File: config.mk
export PLATFORM = sky130hd
export DESIGN_NAME = dtrf_cell
export DESIGN_NICKNAME = d
export VERILOG_FILES = /design/src/design/dtrf_pkg.sv /design/src/design/dtrf_cell.sv
export SDC_FILE = /design/constraint.sdc
export NUM_CORES = 1
export LEC_CHECK = 0
export ABC_AREA = 1
export BUFFER_PORTS_ARGS = -buffer_cell sky130_fd_sc_hd__buf_2
export CORE_MARGIN = 2
export CORE_UTILIZATION = 42
export CTS_CLUSTER_DIAMETER = 50
export DETAILED_ROUTE_END_ITERATION = 10
export PLACE_DENSITY_LB_ADDON = 0.1
export SLEW_MARGIN = 20
export SYNTH_ARGS = -nofsm -noshare
export SYNTH_HDL_FRONTEND = slang
export SYNTH_SLANG_ARGS = --single-unit
File: constraint.sdc
create_clock -name clk -period 2.2 [get_ports clk]
set_input_delay 0.11 -clock clk [delete_from_list [all_inputs] [get_ports clk]]
set_output_delay 0.11 -clock clk [all_outputs]
set_load 0.02 [all_outputs]
File: src/design/dtrf_pkg.sv
`default_nettype none

package dtrf_pkg;

  localparam int unsigned TABLE_DEPTH = 64;
  localparam int unsigned IDX_W       = (TABLE_DEPTH > 1) ? $clog2(TABLE_DEPTH) : 1;
  localparam int unsigned CNT_W       = IDX_W + 1;
  localparam int unsigned XID_W       = 32;

  localparam logic [CNT_W-1:0] DEPTH_CNT = CNT_W'(TABLE_DEPTH);

  // request opcodes, carried on in_tuser
  localparam logic [1:0] OP_CLEAR   = 2'd0;
  localparam logic [1:0] OP_COLLECT = 2'd1;
  localparam logic [1:0] OP_MARK    = 2'd2;

  // configuration register indexes
  localparam logic [1:0] CFG_HEAP_MGR  = 2'd0;
  localparam logic [1:0] CFG_DEL_KIND  = 2'd1;
  localparam logic [1:0] CFG_NOOP_MGR  = 2'd2;
  localparam logic [1:0] CFG_NOOP_INFO = 2'd3;

  typedef enum logic [1:0] {
    S_IDLE,
    S_WALK,
    S_EMIT
  } state_t;

  // lookup token that walks down the row of cells
  typedef struct packed {
    logic             vld;
    logic [XID_W-1:0] key_a;
    logic [XID_W-1:0] key_b;
    logic             hit_a;
    logic             hit_b;
  } tok_t;

  // broadcast control from the sequencer to every cell
  typedef struct packed {
    logic             wr;
    logic [CNT_W-1:0] count;
    logic [XID_W-1:0] data;
  } cell_ctl_t;

  function automatic logic [IDX_W-1:0] idx_of(input int unsigned k);
    logic [31:0] kv;
    kv = k;
    return kv[IDX_W-1:0];
  endfunction

endpackage

`default_nettype wire

File: src/design/dtrf_cell.sv
`default_nettype none

module dtrf_cell (
  input  wire logic                    clk,
  input  wire logic                    rst_n,
  input  wire logic [dtrf_pkg::IDX_W-1:0] cell_idx,
  input  wire dtrf_pkg::cell_ctl_t     ctl,
  input  wire dtrf_pkg::tok_t          tok_in,
  output dtrf_pkg::tok_t               tok_out
);

  logic [dtrf_pkg::XID_W-1:0] entry_r;
  logic [dtrf_pkg::CNT_W-1:0] idx_ext;
  logic                       occupied;
  logic                       sel;
  dtrf_pkg::tok_t             tok_r;
  dtrf_pkg::tok_t             tok_nxt;

  assign idx_ext  = {1'b0, cell_idx};
  assign occupied = idx_ext < ctl.count;
  assign sel      = ctl.wr && (idx_ext == ctl.count);

  always_ff @(posedge clk) begin
    if (sel) begin
      entry_r <= ctl.data;
    end
  end

  always_comb begin
    tok_nxt       = tok_in;
    tok_nxt.hit_a = tok_in.hit_a | (occupied && (entry_r == tok_in.key_a));
    tok_nxt.hit_b = tok_in.hit_b | (occupied && (entry_r == tok_in.key_b));
  end

  always_ff @(posedge clk) begin
    if (!rst_n) begin
      tok_r <= '0;
    end else begin
      tok_r <= tok_nxt;
    end
  end

  assign tok_out = tok_r;

endmodule

`default_nettype wire

==> impl_summary.md, run 1 <==
Status
The flow ran to the end, and the final reports show no timing, DRC or antenna violations.

Yosys
The average footprint of a synthesized cell is 8.60 um2. The post-synthesis instance area is ~4000 um2. The area share of the largest cell type after synthesis is between 30% and 40%. The cell count after synthesis came out at around 470.

The sequential area share after synthesis is 57.6%. The number of nets handed over by synthesis was 586. The register bit total from synthesis is 99.

Summed over all instances, the cell type with the most area after synthesis is dfxtp_1. The number of different library cells used by synthesis comes to 19. By area the synthesized netlist is led by dfxtp_1, edfxtp_1, nand2_1. The total of warnings raised by yosys is 0.

STA
Summed over all failing endpoints, the final setup total negative slack is 0 ns. The worst pin sits at a relative slew slack of approximately 54%. The final-report max-slew violation count came to 0. Setup repair after global routing left no endpoint under its margin. The number of hold violations in the final report is 0. Clock skew on the completed layout was measured at 0.0136 ns.

The time the final worst path needs with I/O delays and setup is roughly 1.4 ns. The count of final setup violators is 0. Based on the critical path, the design can be clocked at up to 726 MHz. The worst path uses 62.6% of the clock period. At the pin with the least slew margin, the transition time is 0.696 ns.

Clock tree
Counting every sink on the clock net gives 99. The H-tree depth is 3. The number of setup buffers added after CTS is 0. The number of buffers on the longest clock path is 2.

In this run the clock root is driven by a clkbuf_8. The clock-pin slew reported for the worst setup and hold paths after clock tree synthesis is 0.10 ns. TritonCTS created 9 clock buffers. After clock tree synthesis, the repair step resized 0 gates.

The clock tree from TritonCTS is done. Clock latency on the worst-skew pair, taken at its later pin, is 0.36 ns.

Route
After detailed routing, the number of remaining DRC violations is 0. In this run the remaining antenna-violating nets after routing total 0. The first routing iteration left 113 violations. The routed layout has 3,641 vias. Using the TritonRoute via totals, the vias-per-cell ratio works out to 4.11. The average wire per cell in the routed design is 11.8 um. The first-pass detailed-route iteration total is 5. The final layout contains routed wiring with a total length of 10,400 um.

Power
The combinational share of power is 16.6%. The leakage power is between 3 and 4 nW. In this run the power spent charging and discharging nets is 0.000991 W. In this run the power density over the cells is 589 nW/um2. VDD sags by at most approximately 0.00044 V.

Cell internal power was estimated by the tool at 0.00269 W. Of the total power, the share spent switching nets is 26.9%. The share of total power dissipated in the clock network is ~30%.

The share of total power dissipated in sequential elements is 53.5%.

Place
The congestion estimate from routability-driven global placement came to approximately 0.77. Detailed placement ended at an HPWL of 7020 um. After detailed placement, the design holds a cell count of 770. The total of buffers placed on input and output ports is approximately 180.

Floorplan
In this run the vertical extent of the chip is 102 um. 182 I/O pins were placed. The initial utilization of the core area, before any placement, comes to 43.3%. After floorplanning, the core was divided into 35 placement rows.

The floorplan die width is 102 um. The placeable core region is 9240 um2. The die covers 10,300 um2.

Global routing
Entering global routing, the biggest net connects 35 pins. The number of global-route vias before repair is 3,501. Global routing finished with a remaining overflow of 0. Across every metal layer, demand over resource in global routing totals around a fifth.

The first-pass GRT wire length is roughly 16,000 um. The initial antenna violation count was 0.

Worst setup path
In this run the worst setup path begins at entry_r[26]$_DFFE_PP_. The worst setup path is captured at a flip-flop. The reg-to-reg setup timing slack is between 0.8 and 0.9 ns. The critical path goes through xnor2_1 -> nand2_1 -> nor2_1 -> nand2_2 -> nor2_2 -> nand3_1 -> a21oi_2. The data arrival time of the critical path is 1.67 ns.

Along the worst path, the maximum fanout reaches 2. The worst setup path is launched from a flip-flop. The critical path required time is 2.49 ns.

The critical path start-end classification is reg2reg. Among all stages on the critical path, the largest delay is contributed by edfxtp_1. The capture point of the worst path is tok_out[1]$_SDFF_PN0_. For the worst flop-to-flop path, the logic depth is 7. Among cell families on the critical path, the largest total delay comes from simple AND/OR/NAND/NOR gates. The biggest cell delay along the critical path is 0.43 ns. The worst reg2reg path startpoint is entry_r[26]$_DFFE_PP_. Counting buffers and inverters, the worst setup path is 7 cells deep.

The number of buffers and inverters on the critical path is 0. The capture instance of the worst register-to-register path is tok_out[1]$_SDFF_PN0_.

Cells and area
The number of antenna diodes in the final layout is 0. From synthesis to final layout, the design area changed by 56.4%. The area of the multi-input gates is 1250 um2. After the flow finishes, the layout carries non-filler instances totaling 885. After the last flow step, the layout net total stands at around 870. The register area is 2300 um2.

The library cell used most frequently in the layout, excluding fill and tap cells, is buf_2. The number of fill cells is 767. Leaving out fill and tap cells, the most frequent cells in the layout are buf_2, nand2_1, inv_1, dlygate4sd3_1, dfxtp_1.

The fraction of final layout cells with drive strength greater than 1 is 27.4%.

Worst hold path
The path class of the lowest-slack min-delay path is in2reg.

Flow run
Max-cap violations in this run came to 0.
[routing by layer]
metal	wire [um]	track usage (%)	vias to the layer above	share of wire, %
met3	563	4.07	11	5.4
met2	5230	36.7	112	50
met4	127	6.34	0	1.2
met1	4500	24.2	1608	43
met5	0	0	-	0
li1	-	-	1910	-
[per-stage QoR]
step	hold WS (ns)	total power, W	worst slack (ns)	cell area, um2	util [%]
2_1_floorplan	0.203	0.00225	0.295	4000	-
3_3_place_gp	0.288	0.00247	0.742	5080	55.0
3_5_place_dp	0.288	0.00248	0.713	5080	55.0
4_1_cts	0.235	0.00371	0.817	6250	67.7
5_1_grt	0.296	0.00387	0.677	6250	67.7
6_report	0.261	0.00368	0.823	6250	67.7
[logic make-up (layout without fill, tap and decap cells)]
| kind of cell | after synthesis | after routing | synth area share [%] |
|---|---|---|---|
| simple gates | 189 | 189 | 18.4 |
| buf+inv | 120 | 411 | 11.4 |
| flops | 99 | 99 | 57.6 |
| xor+xnor | 45 | 45 | 9.86 |
| fa+ha+maj | 6 | 6 | 1.88 |
| compound gates | 6 | 6 | 0.845 |
[what timing repair did]
| action | in CTS | in global routing |
|---|---|---|
| endpoints found under the hold margin | 99 | 0 |
| endpoints found under the setup margin | 0 | 0 |
| hold buffers | 99 | 0 |
[cells in the mapped netlist]
cell type / instances
nand2_1: 158
inv_1: 111
dfxtp_1: 67
xnor2_1: 45
edfxtp_1: 32
nor2_1: 21
ha_1: 6
buf_2: 5
a21oi_1: 4
nand3_1: 4
clkbuf_1: 2
inv_2: 2
nor2_2: 2
a21oi_2: 1
nand2_2: 1
nand3b_1: 1
nand4_1: 1
nand4_2: 1
o21ai_0: 1
[area by class of cell]
cell class	count	share of cell area [%]
flip-flops and latches	99	36.8
inverters	113	6.78
clock buffers	9	1.98
clock inverters	7	0.940
well taps	129	2.58
multi-input cells	246	19.9
repair buffers	282	31.0
[sequential cells by signal (all words and copies together) (netlist names)]
signal,flops
entry_r,32
tok_out,67
[worst min-delay path by stage]
stage,startpoint,to,slack (ns),cells after the start
after detailed placement,ctl[9],entry_r[9]$_DFFE_PP_,0.29,1
final,ctl[38],tok_out[0]$_SDFF_PN0_,0.26,5
after global placement,ctl[10],entry_r[10]$_DFFE_PP_,0.29,1
after global routing,rst_n,tok_out[64]$_SDFF_PN0_,0.30,3
after floorplan,tok_in[10],tok_out[10]$_SDFF_PN0_,0.20,2
after CTS,ctl[38],tok_out[0]$_SDFF_PN0_,0.23,5
[power groups by stage]
stage               registers, W  clock network, W  logic, W
floorplan                0.00210                 0  0.000156
global placement         0.00201                 0  0.000463
detailed placement       0.00201                 0  0.000469
CTS                      0.00197           0.00113  0.000609
global route             0.00198           0.00122  0.000673
finish                   0.00197           0.00110  0.000613
[worst register-to-register path, delay by kind of cell (launching register included)]
| kind | cells | cell delay, ns |
|---|---|---|
| AO/OA/AOI/OAI | 1 | 0.13 |
| AND/OR/NAND/NOR | 5 | 0.48 |
| flip-flops | 1 | 0.43 |
| XOR/XNOR | 1 | 0.27 |
No activity file was read; power rests on OpenSTA's default activity.
==> run 2, diff against run 1 <==
- ABC_AREA: 1 -> 0
- CORE_UTILIZATION: 42 -> 45
- clock period: 2.2 -> 1.4 ns (I/O delays scaled with it)
==> run 2 against run 1 <==
Register-to-register slack worse by 0.81 ns. Design area down 3.4%. Flip-flop and latch count did not move. First-iteration DRC count shrank 38%. Non-clock buffer count grew 2. Die area decreased by 15%. Combinational power grew 56%. Via count fell by 17%.
==> impl_summary.md, run 2 <==
Route
The number of vias in the routed layout is 3,027 (-17%). The number of nets still failing antenna checks after routing is 0 (unchanged). The final routed DRC violation total was 0 (unchanged). The average wire per cell in the routed design was 14.8 um (+26%).

The first-pass detailed-route iteration total is 4 (-1). The routed wire length came to 9990 um (-4.1%). The number of DRC markers after the initial detailed-route iteration is 70 (-38%). The ratio of routed vias to standard cells came to 4.49 (+9.2%).

Global routing
The maximum number of pins on one net before global-route repair is 36 (+2.9%). The number of global-route vias before repair is 3,242 (-7.4%). The first-pass GRT wire length is 15,100 um (-5.2%). The initial antenna violation count is 0 (unchanged). The total global routing overflow came to 0 (unchanged). The total track usage is 22.9% (+2.6 points).

Cells and area
The final net count is 687 (-21%). In the layout the commonest cells are buf_2, dlygate4sd3_1, dfxtp_1, and2_1, xnor2_1. Compared with the post-synthesis result, the final layout area differs by 67.9%. The flip-flop count of the largest register, all copies and words added is 67 (unchanged). The final cell utilization of the core is 78.2% (+10 points). The total non-filler cell area in the finished layout is 6040 um2 (-3.4%).

The most frequent standard cell in the layout excluding fill and tap cells is buf_2. The fraction of final layout cells with drive strength greater than 1 is 39.4% (+12 points).

Clock tree
The number of clock buffers inserted by TritonCTS was 9 (unchanged). In this run the clock root is driven by a clkbuf_8. The number of buffers on the longest clock path came to 2 (unchanged). The number of sinks driven by the clock tree came to 99 (unchanged).

The clock-pin slew reported for the worst setup and hold paths after clock tree synthesis is 0.10 ns (about the same). The latest clock arrival within the worst-skew pair is 0.35 ns (about the same). The H-tree depth is 3 (unchanged). TritonCTS built the clock tree. The post-CTS repair timing setup buffer count came to 0 (unchanged).

STA
The worst-margin pin slew is 0.288 ns (-0.408 ns). The final worst clock skew was 0.00743 ns (-0.00618 ns). The count of final setup violators is 0 (unchanged).

The maximum clock rate is 723 MHz (-0.41%). The worst slew margin relative to its limit is 80.6% (+27 points). The ratio of final minimum period to clock period is 98.7% (+36 points). The setup TNS is 0 ns (unchanged). The number of hold violations in the final report came to 0 (unchanged). Setup repair after global routing could not meet its margin everywhere. The worst hold slack after final layout is 0.195 ns (-0.0658 ns). The final-report max-slew violation count is 0 (unchanged). The time the final worst path needs with I/O delays and setup is 1.38 ns (+0.00573 ns).

Worst setup path
The critical path required time was 1.69 ns (-0.80 ns). The data arrival time of the critical path is 1.68 ns (about the same). The worst setup path is of the reg2reg kind.

The type of element launching the critical path is a flip-flop. On the critical path, the stage with the largest delay is an instance of edfxtp_1. The signal on the critical path passes through xnor2_2 -> nand4_1 -> nor4_2 -> a32o_1. The count of buffering cells on the critical path with inverters included is 0 (unchanged).

The maximum fanout along the worst path is 2 (unchanged). The biggest cell delay along the critical path is 0.45 ns (+0.02 ns). The category of the worst setup path capture point is a flip-flop. In this design, the largest share of critical-path delay is due to simple AND/OR/NAND/NOR gates.

Yosys
The register bit total from synthesis is 99 (unchanged). The distinct cell type count after synthesis is 16 (-3). The total of warnings raised by yosys came to 0 (unchanged). The synthesized netlist cell count was 278 (-40%). The fraction of registers with async set or reset after synthesis is 0% (unchanged). The net count after synthesis is 399 (-32%). By area the synthesized netlist is led by dfxtp_1, edfxtp_1, xnor2_1. The sequential area share after synthesis is 64.0% (+6.4 points). Ranked by instance count, the synthesized netlist is headed by dfxtp_1, and2_1, xnor2_1, edfxtp_1, nand4_1. The post-synthesis instance area is 3600 um2 (-10%). The most used flip-flop cell after synthesis is dfxtp_1. The average footprint of a synthesized cell is 12.9 um2 (+51%). The library cell occupying the most area in the post-synthesis netlist is dfxtp_1. The number of enable-type register cells in the synthesized netlist is 32 (unchanged). In the post-synthesis netlist, the cell with the most instances is dfxtp_1.

The area share of the largest cell type after synthesis was 37.3% (+3.7 points).

Power
The worst-case vdd ir drop came to 0.000682 V (+54%). The leakage power is 2.62 nW (-24%). The total power of the final layout is 0.00596 W (+62%). The total power per unit cell area came to 986 nW/um2 (+67%).

Floorplan
The count of pins on the block boundary came to 182 (unchanged). The placeable core region is 7730 um2 (-16%). The number of standard-cell rows in the floorplan is 32 (-8.6%).

The floorplan die width is 93.4 um (-8.0%). The initial cell density of the core is 46.6% (+3.3 points). The height of the die is 93.4 um (-8.0%). The overall die area is 8730 um2 (-15%).

Flow run
The max-cap violation count came to 0 (unchanged).

Status
The flow ran to the end, and the final reports show no timing, DRC or antenna violations.

Place
The total of buffers placed on input and output ports is 181 (unchanged). The total placed instance area is 4760 um2 (-6.3%). The placer congestion estimate came to 0.769 (about the same).

The total half-perimeter wirelength after legalization and detailed placement is 6700 um (-4.5%).

Worst hold path
In this run the worst hold path is classified as in2reg.
run 2: changes by cell type in the layout (fill, tap and decap cells not counted), sizes merged, moves of 4 or more:
cell | previous run | this run
nand2 | 159 | 0
inv | 116 | 9
and2 | 0 | 65
nor2 | 23 | 1
xnor2 | 45 | 64
nand4 | 2 | 17
nand3 | 4 | 0
nor4 | 0 | 4
run 2: routing by layer:
layer | routed length (um) | vias up | track usage (%)
li1 | - | 1502 | -
met1 | 3800 | 1387 | 25.5
met2 | 5320 | 124 | 42.6
met3 | 691 | 14 | 5.96
met4 | 182 | 0 | 6.86
met5 | 0 | - | 0
run 2: path summary, 6_finish.rpt:
check	startpoint	endpoint	slack [ns]	depth (start not counted)
max	entry_r[27]$_DFFE_PP_	tok_out[1]$_SDFF_PN0_	0.02	4
min	ctl[38]	tok_out[1]$_SDFF_PN0_	0.20	3
max reg2reg	entry_r[27]$_DFFE_PP_	tok_out[1]$_SDFF_PN0_	0.02	4
min reg2reg	entry_r[28]$_DFFE_PP_	tok_out[1]$_SDFF_PN0_	0.89	4
run 2: repair_timing:
action | CTS | global route
endpoints found under the setup margin | 2 | 2
gates resized for setup | 7 | 4
endpoints found under the hold margin | 99 | 0
hold buffers | 99 | 0
pin swaps | 3 | 3
run 2: area by class of cell:
cell class                 instances  area [um2]
antenna                            1        2.50
clock buffer                      11         153
clock inverter                     5        58.8
fill                             504        1690
inverter                           7        43.8
multi-input combinational        165        1400
sequential                        99        2300
tap                              102         128
timing repair buffer             284        1950
run 2: through the flow:
step / setup WS [ns] / instances
global placement: -0.0533 / 558
global route: -0.0992 / 673
detailed placement: -0.102 / 558
finish: 0.0175 / 674
CTS: -0.00560 / 673
floorplan: -0.00399 / 278
run 2: cells by family after synthesis:
kind of cell             after synthesis  share of synthesized area [%]
buffers and inverters                 14                           1.50
adder cells (fa/ha/maj)                6                           2.09
XOR/XNOR                              64                           15.6
AO/OA/AOI/OAI                          7                           1.56
AND/OR/NAND/NOR                       88                           15.3
flip-flops                            99                           64.0
run 2: power by group:
| group | internal (W) | total (W) | switching (W) |
|---|---|---|---|
| clock network | 0.000944 | 0.00191 | 0.000965 |
| logic | 0.000525 | 0.000954 | 0.000429 |
| registers | 0.00307 | 0.00310 | 0.0000300 |
run 2: worst register-to-register path: stages, from the launching register on:
cell and delay, ns:
edfxtp_1 0.45, xnor2_2 0.17, nand4_1 0.14, nor4_2 0.36, a32o_1 0.20
==> run 3, diff against run 2 <==
- CORE_MARGIN: 2 -> default
- SETUP_SLACK_MARGIN: default -> 0.02
==> run 3 against run 2 <==
First-iteration DRC count up 10%. Sequential share of layout area up 0.29 points. Count of clock-buffer cells in the layout down 2. Non-clock buffer count up 2. Hold slack worse by 0.053 ns. Wire length up 2.7%.
==> impl_summary.md, run 3 (synthesis gave the netlist of run 2 again) <==
Worst setup path
In this run the critical register-to-register path is launched from entry_r[0]$_DFFE_PP_. The data arrival time of the critical path came to 1.69 ns (about the same). The slowest stage of the critical path belongs to the cell edfxtp_1. The critical path goes through xnor2_1 -> nand4_1 -> nor4_2 -> a32o_1. The biggest cell delay along the critical path came to 0.44 ns (about the same). The critical path required time is 1.70 ns (about the same). The critical path start-end classification is reg2reg. The capture instance of the worst register-to-register path is tok_out[1]$_SDFF_PN0_. The launching instance or port of the critical path is entry_r[0]$_DFFE_PP_. The type of element launching the critical path is a flip-flop.

The count of buffering cells on the critical path with inverters included is 0 (unchanged). The worst setup path is captured at a flip-flop. The maximum fanout along the worst path is 2 (unchanged). The reg-to-reg setup timing slack came to 0.01 ns (about the same).

The depth of the worst register-to-register path is 4 (unchanged). The top cell family by delay on the critical path is simple AND/OR/NAND/NOR gates. In this run the worst setup path terminates at tok_out[1]$_SDFF_PN0_. The instance count on the critical path is 4 (unchanged).

Cells and area
The count of antenna diodes in the layout is 0 (-1). The register area came to 2300 um2 (unchanged). The flip-flop count of the largest register, all copies and words added was 67 (unchanged). The top cell types in the final layout, fill and taps aside, are buf_2, dlygate4sd3_1, dfxtp_1, and2_1, xnor2_1. The number of cells in the finished layout apart from fillers is 675 (+0.15%). The fraction of final layout cells with drive strength greater than 1 is 39.3% (-0.14 points). The number of fill cells came to 499 (-0.99%). The most frequent standard cell in the layout excluding fill and tap cells is buf_2.

The post-synthesis to final-layout area growth is 66.6%. The final cell utilization of the core is 77.6% (-0.60 points). The area of the multi-input gates is 1380 um2 (-1.6%). The final net count is 689 (+0.29%).

Route
The number of DRC markers after the initial detailed-route iteration is 77 (+10%). The ratio of routed vias to standard cells was 4.55 (+1.4%). The average wire per cell in the routed design came to 15.2 um (+2.6%). The number of nets still failing antenna checks after routing is 0 (unchanged).

The final routed DRC violation total is 0 (unchanged). The number of vias in the routed layout is 3,074 (+1.6%). The first-pass detailed-route iteration total is 4 (unchanged). The routed wire length was 10,300 um (+2.7%).

Floorplan
The floorplan die width was 91.4 um (-2.1%). The count of pins on the block boundary is 182 (unchanged). The placeable core region is 7730 um2 (unchanged). The overall die area is 8360 um2 (-4.2%). The initial cell density of the core is 46.6% (unchanged). The height of the die came to 91.4 um (-2.1%). The number of standard-cell rows in the floorplan is 32 (unchanged).

Status
The run finished with clean final reports.

Global routing
The total track usage was 25.3% (+2.4 points). The first-pass GRT wire length is 15,900 um (+5.2%). The maximum number of pins on one net before global-route repair is 30 (-17%). The total global routing overflow is 0 (unchanged).

The number of global-route vias before repair is 3,287 (+1.4%). The initial antenna violation count came to 0 (unchanged).

Worst hold path
The path class of the lowest-slack min-delay path is in2reg.

STA
The count of final setup violators was 0 (unchanged). The worst-margin pin slew is 0.309 ns (+0.0209 ns). The final-report max-slew violation count is 0 (unchanged). The maximum clock rate is 721 MHz (-0.28%). The worst slew margin relative to its limit is 79.4% (-1.2 points). Setup repair after global routing could not meet its margin everywhere.

The number of hold violations in the final report is 0 (unchanged). The final worst clock skew came to 0.0115 ns (+0.00407 ns). The time the final worst path needs with I/O delays and setup came to 1.39 ns (+0.00386 ns). The ratio of final minimum period to clock period is 99.0% (+0.28 points).

Flow run
The max-cap violation count is 0 (unchanged).

Place
The number of cells after detailed placement is 558 (unchanged). The placer congestion estimate is 0.725 (-5.7%). The total half-perimeter wirelength after legalization and detailed placement came to 6640 um (-1.0%). The total of buffers placed on input and output ports came to 181 (unchanged).

Clock tree
The number of clock buffers inserted by TritonCTS is 9 (unchanged). The clock tree from TritonCTS is done. The cell at the root of the clock tree is clkbuf_8. The number of sinks driven by the clock tree is 99 (unchanged).

The H-tree depth was 3 (unchanged). The number of buffers on the longest clock path was 2 (unchanged). The clock-pin slew reported for the worst setup and hold paths after clock tree synthesis came to 0.10 ns (about the same).

The latest clock arrival within the worst-skew pair is 0.36 ns (about the same).

Power
The worst-case vdd ir drop is 0.000620 V (-9.1%). The total power per unit cell area was 958 nW/um2 (-2.9%). The leakage power is 2.59 nW (-1.1%).
run 3: worst min-delay path by stage:
stage / cells after the start / slack (ns) / from / endpoint
6_report: 2 / 0.14 / rst_n / tok_out[10]$_SDFF_PN0_
5_1_grt: 2 / 0.14 / rst_n / tok_out[53]$_SDFF_PN0_
4_1_cts: 2 / 0.14 / rst_n / tok_out[10]$_SDFF_PN0_
3_5_place_dp: 1 / 0.25 / ctl[13] / entry_r[13]$_DFFE_PP_
3_3_place_gp: 1 / 0.25 / ctl[23] / entry_r[23]$_DFFE_PP_
2_1_floorplan: 0 / 0.17 / ctl[0] / entry_r[0]$_DFFE_PP_
run 3: area by class of cell:
type / count / area share [%]
clock inverter: 7 / 0.856
multi-input combinational: 165 / 23.0
timing repair buffer: 286 / 32.8
tap: 102 / 2.13
inverter: 7 / 0.730
clock buffer: 9 / 2.07
sequential: 99 / 38.4
run 3: repair_timing:
item,CTS,global route
pin swaps,4,5
gates resized for setup,5,3
hold buffers,99,0
setup endpoints to repair,2,2
setup buffers,0,2
endpoints found under the hold margin,99,0
run 3: metrics by stage:
step / cell area, um2 / power, W / worst slack, ns / TNS (ns) / hold slack [ns]
2_1_floorplan: 3700 / 0.00352 / -0.00399 / -0.128 / 0.169
3_3_place_gp: 4760 / 0.00387 / -0.0732 / -0.0938 / 0.247
3_5_place_dp: 4760 / 0.00388 / -0.0698 / -0.0976 / 0.248
4_1_cts: 5960 / 0.00575 / 0.00507 / 0 / 0.138
5_1_grt: 6000 / 0.00598 / -0.0619 / -0.115 / 0.141
6_report: 6000 / 0.00574 / 0.0137 / 0 / 0.142
run 3: power by group:
group,internal [W],switching (W)
Clock,0.000660,0.00103
Sequential,0.00307,0.0000304
Combinational,0.000521,0.000434
Total,0.00425,0.00150
run 3: routing by layer:
| metal | vias to the layer above | global-route usage [%] | part of all wire [%] |
|---|---|---|---|
| li1 | 1501 | - | - |
| met5 | - | 0 | 0 |
| met4 | 0 | 8.33 | 1.7 |
| met2 | 124 | 46.0 | 52 |
| met1 | 1434 | 29.2 | 40 |
| met3 | 15 | 5.86 | 6.1 |
